**config.mk**
```make
export PLATFORM = sky130hd
export DESIGN_NAME = pedal_plausibility_torque_map
export DESIGN_NICKNAME = d
export VERILOG_FILES = /design/src/design/ppt_pkg.sv /design/src/design/pedal_plausibility_torque_map.sv
export SDC_FILE = /design/constraint.sdc
export NUM_CORES = 1
export LEC_CHECK = 0
export BUFFER_PORTS_ARGS = -buffer_cell sky130_fd_sc_hd__buf_2
export CAP_MARGIN = 20
export CORE_MARGIN = 3
export CORE_UTILIZATION = 40
export DETAILED_ROUTE_END_ITERATION = 8
export MAX_ROUTING_LAYER = met4
export PLACE_DENSITY_LB_ADDON = 0.2
export SLEW_MARGIN = 20
export SYNTH_ARGS = -nofsm -noshare
export SYNTH_HDL_FRONTEND = slang
export SYNTH_SLANG_ARGS = --single-unit
```
**constraint.sdc**
```tcl
create_clock -name clk -period 16.2 [get_ports clk]
set_clock_uncertainty 0.05 [all_clocks]
set_input_delay 0.81 -clock clk [delete_from_list [all_inputs] [get_ports clk]]
set_output_delay 0.81 -clock clk [all_outputs]
set_load 0.05 [all_outputs]
```
**src/design/ppt_pkg.sv**
```systemverilog
package ppt_pkg;

	// Default widths of the angle path and the timestamp arithmetic
	localparam int ANGLE_BITS_DEF = 12;
	localparam int TIME_BITS_DEF  = 32;

	// Fixed field widths
	localparam int RAW_ANGLE_W = 16;
	localparam int NOW_W       = 32;
	localparam int TORQUE_W    = 15;
	localparam int FAULT_W     = 4;
	localparam int SHOWN_W     = 12;
	localparam int BAND_W      = 12;
	localparam int GAIN_W      = 20;
	localparam int KILL_TIME_W = 32;
	localparam int CFG_IDX_W   = 3;
	localparam int CFG_DATA_W  = 32;

	// Stream payload widths, padded to whole bytes
	localparam int IN_DATA_W  = 72;
	localparam int OUT_DATA_W = 40;

	localparam logic [TORQUE_W-1:0] TORQUE_MAX = 15'h7FFF;
	localparam logic [SHOWN_W-1:0]  SHOWN_MAX  = 12'hFFF;

	// Configuration register indexes
	localparam logic [CFG_IDX_W-1:0] REG_ZERO_BAND_TOP    = 3'd0;
	localparam logic [CFG_IDX_W-1:0] REG_FULL_BAND_BOTTOM = 3'd1;
	localparam logic [CFG_IDX_W-1:0] REG_TORQUE_GAIN      = 3'd2;
	localparam logic [CFG_IDX_W-1:0] REG_FULL_TORQUE      = 3'd3;
	localparam logic [CFG_IDX_W-1:0] REG_MISMATCH_LIMIT   = 3'd4;
	localparam logic [CFG_IDX_W-1:0] REG_MISMATCH_TIME    = 3'd5;

	// Configuration reset values
	localparam logic [BAND_W-1:0]      ZERO_BAND_TOP_RST    = 12'd511;
	localparam logic [BAND_W-1:0]      FULL_BAND_BOTTOM_RST = 12'd3754;
	localparam logic [GAIN_W-1:0]      TORQUE_GAIN_RST      = 20'd441720;
	localparam logic [TORQUE_W-1:0]    FULL_TORQUE_RST      = 15'd21844;
	localparam logic [BAND_W-1:0]      MISMATCH_LIMIT_RST   = 12'd360;
	localparam logic [KILL_TIME_W-1:0] MISMATCH_TIME_RST    = 32'd100000;

	// Fault codes
	localparam logic [FAULT_W-1:0] F_NONE     = 4'd0;
	localparam logic [FAULT_W-1:0] F_STOP     = 4'd1;
	localparam logic [FAULT_W-1:0] F_SENS_A   = 4'd2;
	localparam logic [FAULT_W-1:0] F_SENS_B   = 4'd3;
	localparam logic [FAULT_W-1:0] F_RANGE    = 4'd4;
	localparam logic [FAULT_W-1:0] F_IMPL     = 4'd5;
	localparam logic [FAULT_W-1:0] F_NOTREADY = 4'd6;
	localparam logic [FAULT_W-1:0] F_TIMEOUT  = 4'd7;
	localparam logic [FAULT_W-1:0] F_BOTH     = 4'd8;
	localparam logic [FAULT_W-1:0] F_TRAVEL   = 4'd9;

endpackage

```
**src/design/pedal_plausibility_torque_map.sv**
```systemverilog
// Pedal plausibility check and torque map. Each input transaction carries one sample of the
// two redundant pedal angle sensors; each one yields exactly one result transaction with the
// torque command, the latched shutdown state, the sticky first-fault code, the torque-kill
// flag and the angle mismatch. The block accepts one transaction per clock cycle while the
// result stream is not stalled. A taken sample sits in the input register and moves to the
// result register when that register is empty or being drained; the shutdown latch, fault
// code, mismatch timer and kill flag are updated in that same move, so consecutive samples
// chain without gaps. Configuration writes take effect on the next sample and belong only to
// idle periods. The shutdown latch stays open until reset.
module pedal_plausibility_torque_map #(
	parameter int ANGLE_BITS = ppt_pkg::ANGLE_BITS_DEF,
	parameter int TIME_BITS  = ppt_pkg::TIME_BITS_DEF
) (
	input  logic                           clk,
	input  logic                           arst_n,
	// configuration write port
	input  logic                           cfg_we,
	input  logic [ppt_pkg::CFG_IDX_W-1:0]  cfg_index,
	input  logic [ppt_pkg::CFG_DATA_W-1:0] cfg_data,
	// sample stream
	input  logic                           s_tvalid,
	output logic                           s_tready,
	// s_tdata, low bit up: stop_request(1), angle_a(16), angle_b(16), sensor_a_failed(1),
	// sensor_b_failed(1), ready_to_drive(1), now_us(32), zero fill(4)
	input  logic [ppt_pkg::IN_DATA_W-1:0]  s_tdata,
	// result stream
	output logic                           m_tvalid,
	input  logic                           m_tready,
	// m_tdata, low bit up: torque_command(15), shutdown_open(1), fault_code(4),
	// torque_killed(1), angle_mismatch(12), zero fill(7)
	output logic [ppt_pkg::OUT_DATA_W-1:0] m_tdata
);
	import ppt_pkg::*;

	localparam logic [RAW_ANGLE_W:0]  ANGLE_LIMIT = (RAW_ANGLE_W+1)'(1) << ANGLE_BITS;
	localparam logic [ANGLE_BITS-1:0] ANGLE_MAX   = {ANGLE_BITS{1'b1}};
	localparam int                    PROD_W      = RAW_ANGLE_W + GAIN_W;

	// configuration registers
	logic [BAND_W-1:0]      zero_band_top_q;
	logic [BAND_W-1:0]      full_band_bottom_q;
	logic [GAIN_W-1:0]      torque_gain_q;
	logic [TORQUE_W-1:0]    full_torque_q;
	logic [BAND_W-1:0]      mismatch_limit_q;
	logic [KILL_TIME_W-1:0] mismatch_time_q;

	// block state
	logic                 shutdown_q;
	logic [FAULT_W-1:0]   first_fault_q;
	logic [TIME_BITS-1:0] mismatch_start_q;
	logic                 kill_q;

	// input stage
	logic                   valid_s1;
	logic                   stop_s1;
	logic [RAW_ANGLE_W-1:0] raw_a_s1;
	logic [RAW_ANGLE_W-1:0] raw_b_s1;
	logic                   fail_a_s1;
	logic                   fail_b_s1;
	logic                   ready_s1;
	logic [NOW_W-1:0]       now_s1;

	// result stage
	logic                   valid_s2;
	logic [TORQUE_W-1:0]    torque_s2;
	logic                   shutdown_s2;
	logic [FAULT_W-1:0]     fault_s2;
	logic                   kill_s2;
	logic [SHOWN_W-1:0]     shown_s2;

	logic advance;

	// combinational datapath
	logic                   range_a;
	logic                   range_b;
	logic [ANGLE_BITS-1:0]  ang_a;
	logic [ANGLE_BITS-1:0]  ang_b;
	logic [ANGLE_BITS-1:0]  delta;
	logic [ANGLE_BITS-1:0]  lo;
	logic                   plausible;
	logic [TIME_BITS-1:0]   now_t;
	logic [TIME_BITS-1:0]   elapsed;
	logic                   timeout;
	logic                   kill_nxt;
	logic                   travel;
	logic [RAW_ANGLE_W-1:0] lo_w;
	logic [RAW_ANGLE_W-1:0] offset;
	logic [PROD_W-1:0]      product;
	logic [GAIN_W-1:0]      scaled;
	logic [TORQUE_W-1:0]    lin_torque;
	logic [TORQUE_W-1:0]    map_torque;
	logic [TORQUE_W-1:0]    torque_nxt;
	logic                   gated;
	logic                   latch_evt;
	logic [FAULT_W-1:0]     cand_fault;
	logic [FAULT_W-1:0]     fault_nxt;
	logic [SHOWN_W-1:0]     shown_nxt;

	// Move a sample into the result register when it is empty or being drained
	assign advance  = valid_s1 && (!valid_s2 || m_tready);
	assign s_tready = !valid_s1 || advance;

	// Configuration register writes
	always_ff @(posedge clk or negedge arst_n) begin
		if (!arst_n) begin
			zero_band_top_q    <= ZERO_BAND_TOP_RST;
			full_band_bottom_q <= FULL_BAND_BOTTOM_RST;
			torque_gain_q      <= TORQUE_GAIN_RST;
			full_torque_q      <= FULL_TORQUE_RST;
			mismatch_limit_q   <= MISMATCH_LIMIT_RST;
			mismatch_time_q    <= MISMATCH_TIME_RST;
		end else if (cfg_we) begin
			case (cfg_index)
				REG_ZERO_BAND_TOP:    zero_band_top_q    <= cfg_data[BAND_W-1:0];
				REG_FULL_BAND_BOTTOM: full_band_bottom_q <= cfg_data[BAND_W-1:0];
				REG_TORQUE_GAIN:      torque_gain_q      <= cfg_data[GAIN_W-1:0];
				REG_FULL_TORQUE:      full_torque_q      <= cfg_data[TORQUE_W-1:0];
				REG_MISMATCH_LIMIT:   mismatch_limit_q   <= cfg_data[BAND_W-1:0];
				REG_MISMATCH_TIME:    mismatch_time_q    <= cfg_data[KILL_TIME_W-1:0];
				default: ;
			endcase
		end
	end

	// Input register: valid bit
	always_ff @(posedge clk or negedge arst_n) begin
		if (!arst_n) begin
			valid_s1 <= 1'b0;
		end else if (s_tready) begin
			valid_s1 <= s_tvalid;
		end
	end

	// Input register: unpack the sample
	always_ff @(posedge clk) begin
		if (s_tvalid && s_tready) begin
			stop_s1   <= s_tdata[0];
			raw_a_s1  <= s_tdata[16:1];
			raw_b_s1  <= s_tdata[32:17];
			fail_a_s1 <= s_tdata[33];
			fail_b_s1 <= s_tdata[34];
			ready_s1  <= s_tdata[35];
			now_s1    <= s_tdata[67:36];
		end
	end

	// Qualify both angles: a failed read or an out-of-range value reads as zero
	always_comb begin
		range_a = ((RAW_ANGLE_W+1)'(raw_a_s1) >= ANGLE_LIMIT);
		range_b = ((RAW_ANGLE_W+1)'(raw_b_s1) >= ANGLE_LIMIT);
		ang_a   = (fail_a_s1 || range_a) ? '0 : raw_a_s1[ANGLE_BITS-1:0];
		ang_b   = (fail_b_s1 || range_b) ? '0 : raw_b_s1[ANGLE_BITS-1:0];
		delta   = (ang_a > ang_b) ? (ang_a - ang_b) : (ang_b - ang_a);
		lo      = (ang_a < ang_b) ? ang_a : ang_b;
		shown_nxt = (RAW_ANGLE_W'(delta) > RAW_ANGLE_W'(SHOWN_MAX)) ? SHOWN_MAX
			: SHOWN_W'(delta);
	end

	// Mismatch timer and kill decision
	always_comb begin
		now_t     = TIME_BITS'({32'd0, now_s1});
		plausible = (RAW_ANGLE_W'(delta) < RAW_ANGLE_W'(mismatch_limit_q));
		elapsed   = now_t - mismatch_start_q;
		timeout   = (64'(elapsed) > 64'(mismatch_time_q));
		if (stop_s1) begin
			kill_nxt = kill_q;
		end else if (plausible) begin
			kill_nxt = 1'b0;
		end else if (timeout) begin
			kill_nxt = 1'b1;
		end else begin
			kill_nxt = kill_q;
		end
	end

	// Torque map: travel ends, dead band, full band, then linear band
	always_comb begin
		travel     = (lo == '0) || (lo == ANGLE_MAX);
		lo_w       = RAW_ANGLE_W'(lo);
		offset     = lo_w - RAW_ANGLE_W'(zero_band_top_q) - RAW_ANGLE_W'(1);
		product    = PROD_W'(offset) * PROD_W'(torque_gain_q);
		scaled     = product[PROD_W-1:16];
		lin_torque = (scaled > GAIN_W'(TORQUE_MAX)) ? TORQUE_MAX : scaled[TORQUE_W-1:0];
		if (travel) begin
			map_torque = '0;
		end else if (lo_w <= RAW_ANGLE_W'(zero_band_top_q)) begin
			map_torque = '0;
		end else if (lo_w >= RAW_ANGLE_W'(full_band_bottom_q)) begin
			map_torque = full_torque_q;
		end else begin
			map_torque = lin_torque;
		end
		gated      = !ready_s1 || kill_nxt;
		torque_nxt = (stop_s1 || gated) ? '0 : map_torque;
	end

	// Pick the first fault raised by this sample, in processing order
	always_comb begin
		latch_evt = stop_s1 || fail_a_s1 || range_a || fail_b_s1 || range_b || travel;
		if (stop_s1) begin
			cand_fault = F_STOP;
		end else if (fail_a_s1) begin
			cand_fault = F_SENS_A;
		end else if (range_a) begin
			cand_fault = F_RANGE;
		end else if (fail_b_s1) begin
			cand_fault = F_SENS_B;
		end else if (range_b) begin
			cand_fault = F_RANGE;
		end else if (!plausible) begin
			cand_fault = F_IMPL;
		end else if (travel) begin
			cand_fault = F_TRAVEL;
		end else if (!ready_s1 && kill_nxt) begin
			cand_fault = F_BOTH;
		end else if (!ready_s1) begin
			cand_fault = F_NOTREADY;
		end else if (kill_nxt) begin
			cand_fault = F_TIMEOUT;
		end else begin
			cand_fault = F_NONE;
		end
		fault_nxt = (first_fault_q != F_NONE) ? first_fault_q : cand_fault;
	end

	// Update block state as each sample completes
	always_ff @(posedge clk or negedge arst_n) begin
		if (!arst_n) begin
			shutdown_q       <= 1'b0;
			first_fault_q    <= F_NONE;
			mismatch_start_q <= '0;
			kill_q           <= 1'b0;
		end else if (advance) begin
			shutdown_q    <= shutdown_q || latch_evt;
			first_fault_q <= fault_nxt;
			kill_q        <= kill_nxt;
			if (!stop_s1 && plausible) begin
				mismatch_start_q <= now_t;
			end
		end
	end

	// Result register: valid bit
	always_ff @(posedge clk or negedge arst_n) begin
		if (!arst_n) begin
			valid_s2 <= 1'b0;
		end else if (advance) begin
			valid_s2 <= 1'b1;
		end else if (m_tready) begin
			valid_s2 <= 1'b0;
		end
	end

	// Result register: payload
	always_ff @(posedge clk) begin
		if (advance) begin
			torque_s2   <= torque_nxt;
			shutdown_s2 <= shutdown_q || latch_evt;
			fault_s2    <= fault_nxt;
			kill_s2     <= kill_nxt;
			shown_s2    <= stop_s1 ? '0 : shown_nxt;
		end
	end

	assign m_tvalid = valid_s2;
	assign m_tdata  = {7'd0, shown_s2, kill_s2, fault_s2, shutdown_s2, torque_s2};

endmodule

```
==> flow_metrics.py <==
metrics = {
    "run_status": {
        "status": "finished clean",
    },
    "clock_tree": {
        "cts-hold-fix-buffers": 0,
        "clock_latency_ns": 0.56,
        "cts_tree": "built",
        "root_buffer": "clkbuf_16",
        "cts_made_buffers": 26,
        "clock_sinks": 244,
        "cts_max_path_buffers": 3,
        "htreeDepth": 1,
        "clk_pin_slew_ns": 0.06,
        "cts_setup_buffers": 0,
        "cts_resized": 0,
    },
    "route": {
        "met3_length_mm": 3.04,
        "first_pass_iters": 5,
        "wl_met2_mm": 29.7,
        "routed.top_layer": "met4",
        "routed-via-count": 17500,
        "viasPerCell": 5.16,
        "routed_wl_mm": 61.6,
        "wl_per_cell_um": 18.2,
        "ant_nets": 0,
        "drc": 0,
        "drtIter0Drc": 889,
        "met1_length_mm": 27.5,
    },
    "worst_setup_path": {
        "reg2regPathDepth": 45,
        "endpoint_kind": "register",
        "path_max_fanout": 26,
        "cp.arrival_ns": 13.89,
        "critPathRequiredTime_ns": 16.45,
        "r2r-start": "raw_a_s1[13]",
        "cp-start-kind": "register",
        "cpMaxStageDelayCell": "xor2_2",
        "cp_common_cell": "fa_1",
        "slowest_delay_ns": 0.69,
        "r2r_setup_slack_ns": 2.56,
        "crit_type": "register to register",
        "r2r-end": "torque_s2[2]",
    },
    "global_route": {
        "gr-total-overflow": 0,
        "grt_max_degree": 75,
        "antenna_found_initial": 8,
        "grt_pass1_wl_mm": 100,
        "grt_util_all_layers_pct": 20.5,
        "grt_pass1_vias": 18600,
    },
    "placement": {
        "place_hpwl_mm": 47.5,
        "port_buffers": 142,
        "gp_congestion": 0.864,
    },
    "synthesis": {
        "synth-edff-count": 101,
        "synthFlopType": "edfxtp_1",
        "yosysUniqueCellTypes": 87,
        "ys_ff_latch": 244,
        "yosysWarningCount": 0,
        "synth_area_um2": 24100,
        "syn_inst": 2484,
        "avgSynthCellArea_um2": 9.72,
        "seq_area_frac_synth_pct": 27.6,
        "synthArstFlopShare_pct": 58.6,
    },
    "finish": {
        "layout.cells.most_common": "inv_1",
        "layout_common_cells": "inv_1, nand2_1, fa_1",
        "drive_above_1_share_pct": 14.4,
        "area_growth_pct": 10.3,
        "final_nets": 3175,
    },
    "timing": {
        "min_period_ns": 13.64,
        "setup_violations": 0,
        "max_freq_ghz": 0.0733,
        "grt_setup_unrepaired": "false",
        "finalHoldViolCount": 0,
        "finalCritPeriodShare_pct": 84.2,
        "tightest_slew_ns": 0.942,
        "drv_slew": 0,
        "maxSlewHeadroom_pct": 37.2,
        "finalSetupTns_ns": 0,
    },
    "floorplan": {
        "die-area_um2": 63300,
        "io_pins": 154,
        "die_y_um": 252,
        "core_um2": 59400,
        "start_util_pct": 40.7,
        "rows": 89,
        "die_w_um": 252,
    },
    "min_path": {
        "min-delay-path-class": "input port to asynchronous set/reset pin",
    },
    "flow_run": {
        "drv_cap": 0,
    },
}
[worst max path at each step]
| stage | start | endpoint | cells after the start | slack (ns) |
|---|---|---|---|---|
| floorplan | raw_b_s1[13] | torque_s2[10] | 47 | 4.16 |
| finish | raw_a_s1[13] | torque_s2[2] | 45 | 2.56 |
| CTS | raw_a_s1[13] | torque_s2[14] | 46 | 2.48 |
| global placement | raw_a_s1[13] | torque_s2[14] | 46 | 2.73 |
| global route | raw_a_s1[13] | torque_s2[1] | 46 | 1.73 |
| detailed placement | raw_a_s1[13] | torque_s2[2] | 46 | 2.54 |
[metrics by stage]
stage	area (um^2)	setup slack, ns	util [%]	instances	hold WS, ns
floorplan	24200	4.16	-	2490	0.370
global placement	25700	2.73	43.2	3328	0.382
detailed placement	25700	2.54	43.2	3328	0.392
CTS	26600	2.48	44.8	3376	0.252
global route	26600	1.73	44.9	3385	0.278
finish	26600	2.56	44.9	3385	0.236
[layer usage]
metal / global-route usage [%] / vias up
met5: - / -
met4: 4.81 / 0
met3: 2.58 / 90
met2: 34.2 / 382
met1: 26.7 / 8671
li1: - / 8311
[cells in the mapped netlist, types with 16 or more instances]
| cell type | n | share of area, % |
|---|---|---|
| nand4_1 | 22 | 0.57 |
| xor2_1 | 34 | 1.2 |
| nand2_1 | 341 | 5.3 |
| nand2b_1 | 27 | 0.70 |
| ha_1 | 232 | 12 |
| a21o_1 | 41 | 1.3 |
| nand3_1 | 30 | 0.62 |
| o21ai_0 | 127 | 2.6 |
| xnor2_1 | 50 | 1.8 |
| edfxtp_1 | 101 | 13 |
| fa_1 | 247 | 20 |
| nor2_1 | 45 | 0.70 |
| a21oi_1 | 75 | 1.6 |
| dfrtp_1 | 98 | 10 |
| clkbuf_1 | 83 | 1.3 |
| and2_1 | 83 | 2.2 |
| nor2b_1 | 31 | 0.80 |
| mux2_2 | 74 | 3.5 |
| nor3_1 | 16 | 0.33 |
| dfstp_2 | 45 | 4.9 |
| o21a_1 | 16 | 0.50 |
| inv_1 | 438 | 6.8 |
[state kept, by name, indices dropped and copies added, names as in the netlist, 15 cells and up]
name and cells:
raw_a_s1 16, raw_b_s1 16, torque_s2 15, mismatch_start_q 32, now_s1 32, full_torque_q 15
torque_gain_q 20, mismatch_time_q 32
[logic make-up after synthesis]
family          after synthesis  synth area share, %
flops                       244                 27.6
mux                          86                 4.00
other cells                   1               0.0155
buf+inv                     542                 8.71
xor+xnor                     84                 3.05
compound gates              393                 10.9
fa+ha+maj                   479                 32.5
simple gates                655                 13.2
[layout make-up]
type	instances	area, um^2
fillers	5670	32700
multi-input cells	1704	15500
flip-flops and latches	244	6670
inverters	438	1640
well taps	773	967
repair buffers	170	931
clock buffers	33	687
clock inverters	15	246
diodes	8	20.0
[worst max-delay path: cells and delay by family, from the launching register on]
family	cells	cell delay, ns
flip-flops	1	0.41
adder cells (fa/ha/maj)	11	4.94
XOR/XNOR	2	0.89
AND/OR/NAND/NOR	10	2.66
AO/OA/AOI/OAI	16	3.75
buffers and inverters	6	0.65
Power is left out: the tool's default activity adds up to more than one toggle a clock period on the data nets, which glitch-free logic cannot reach.
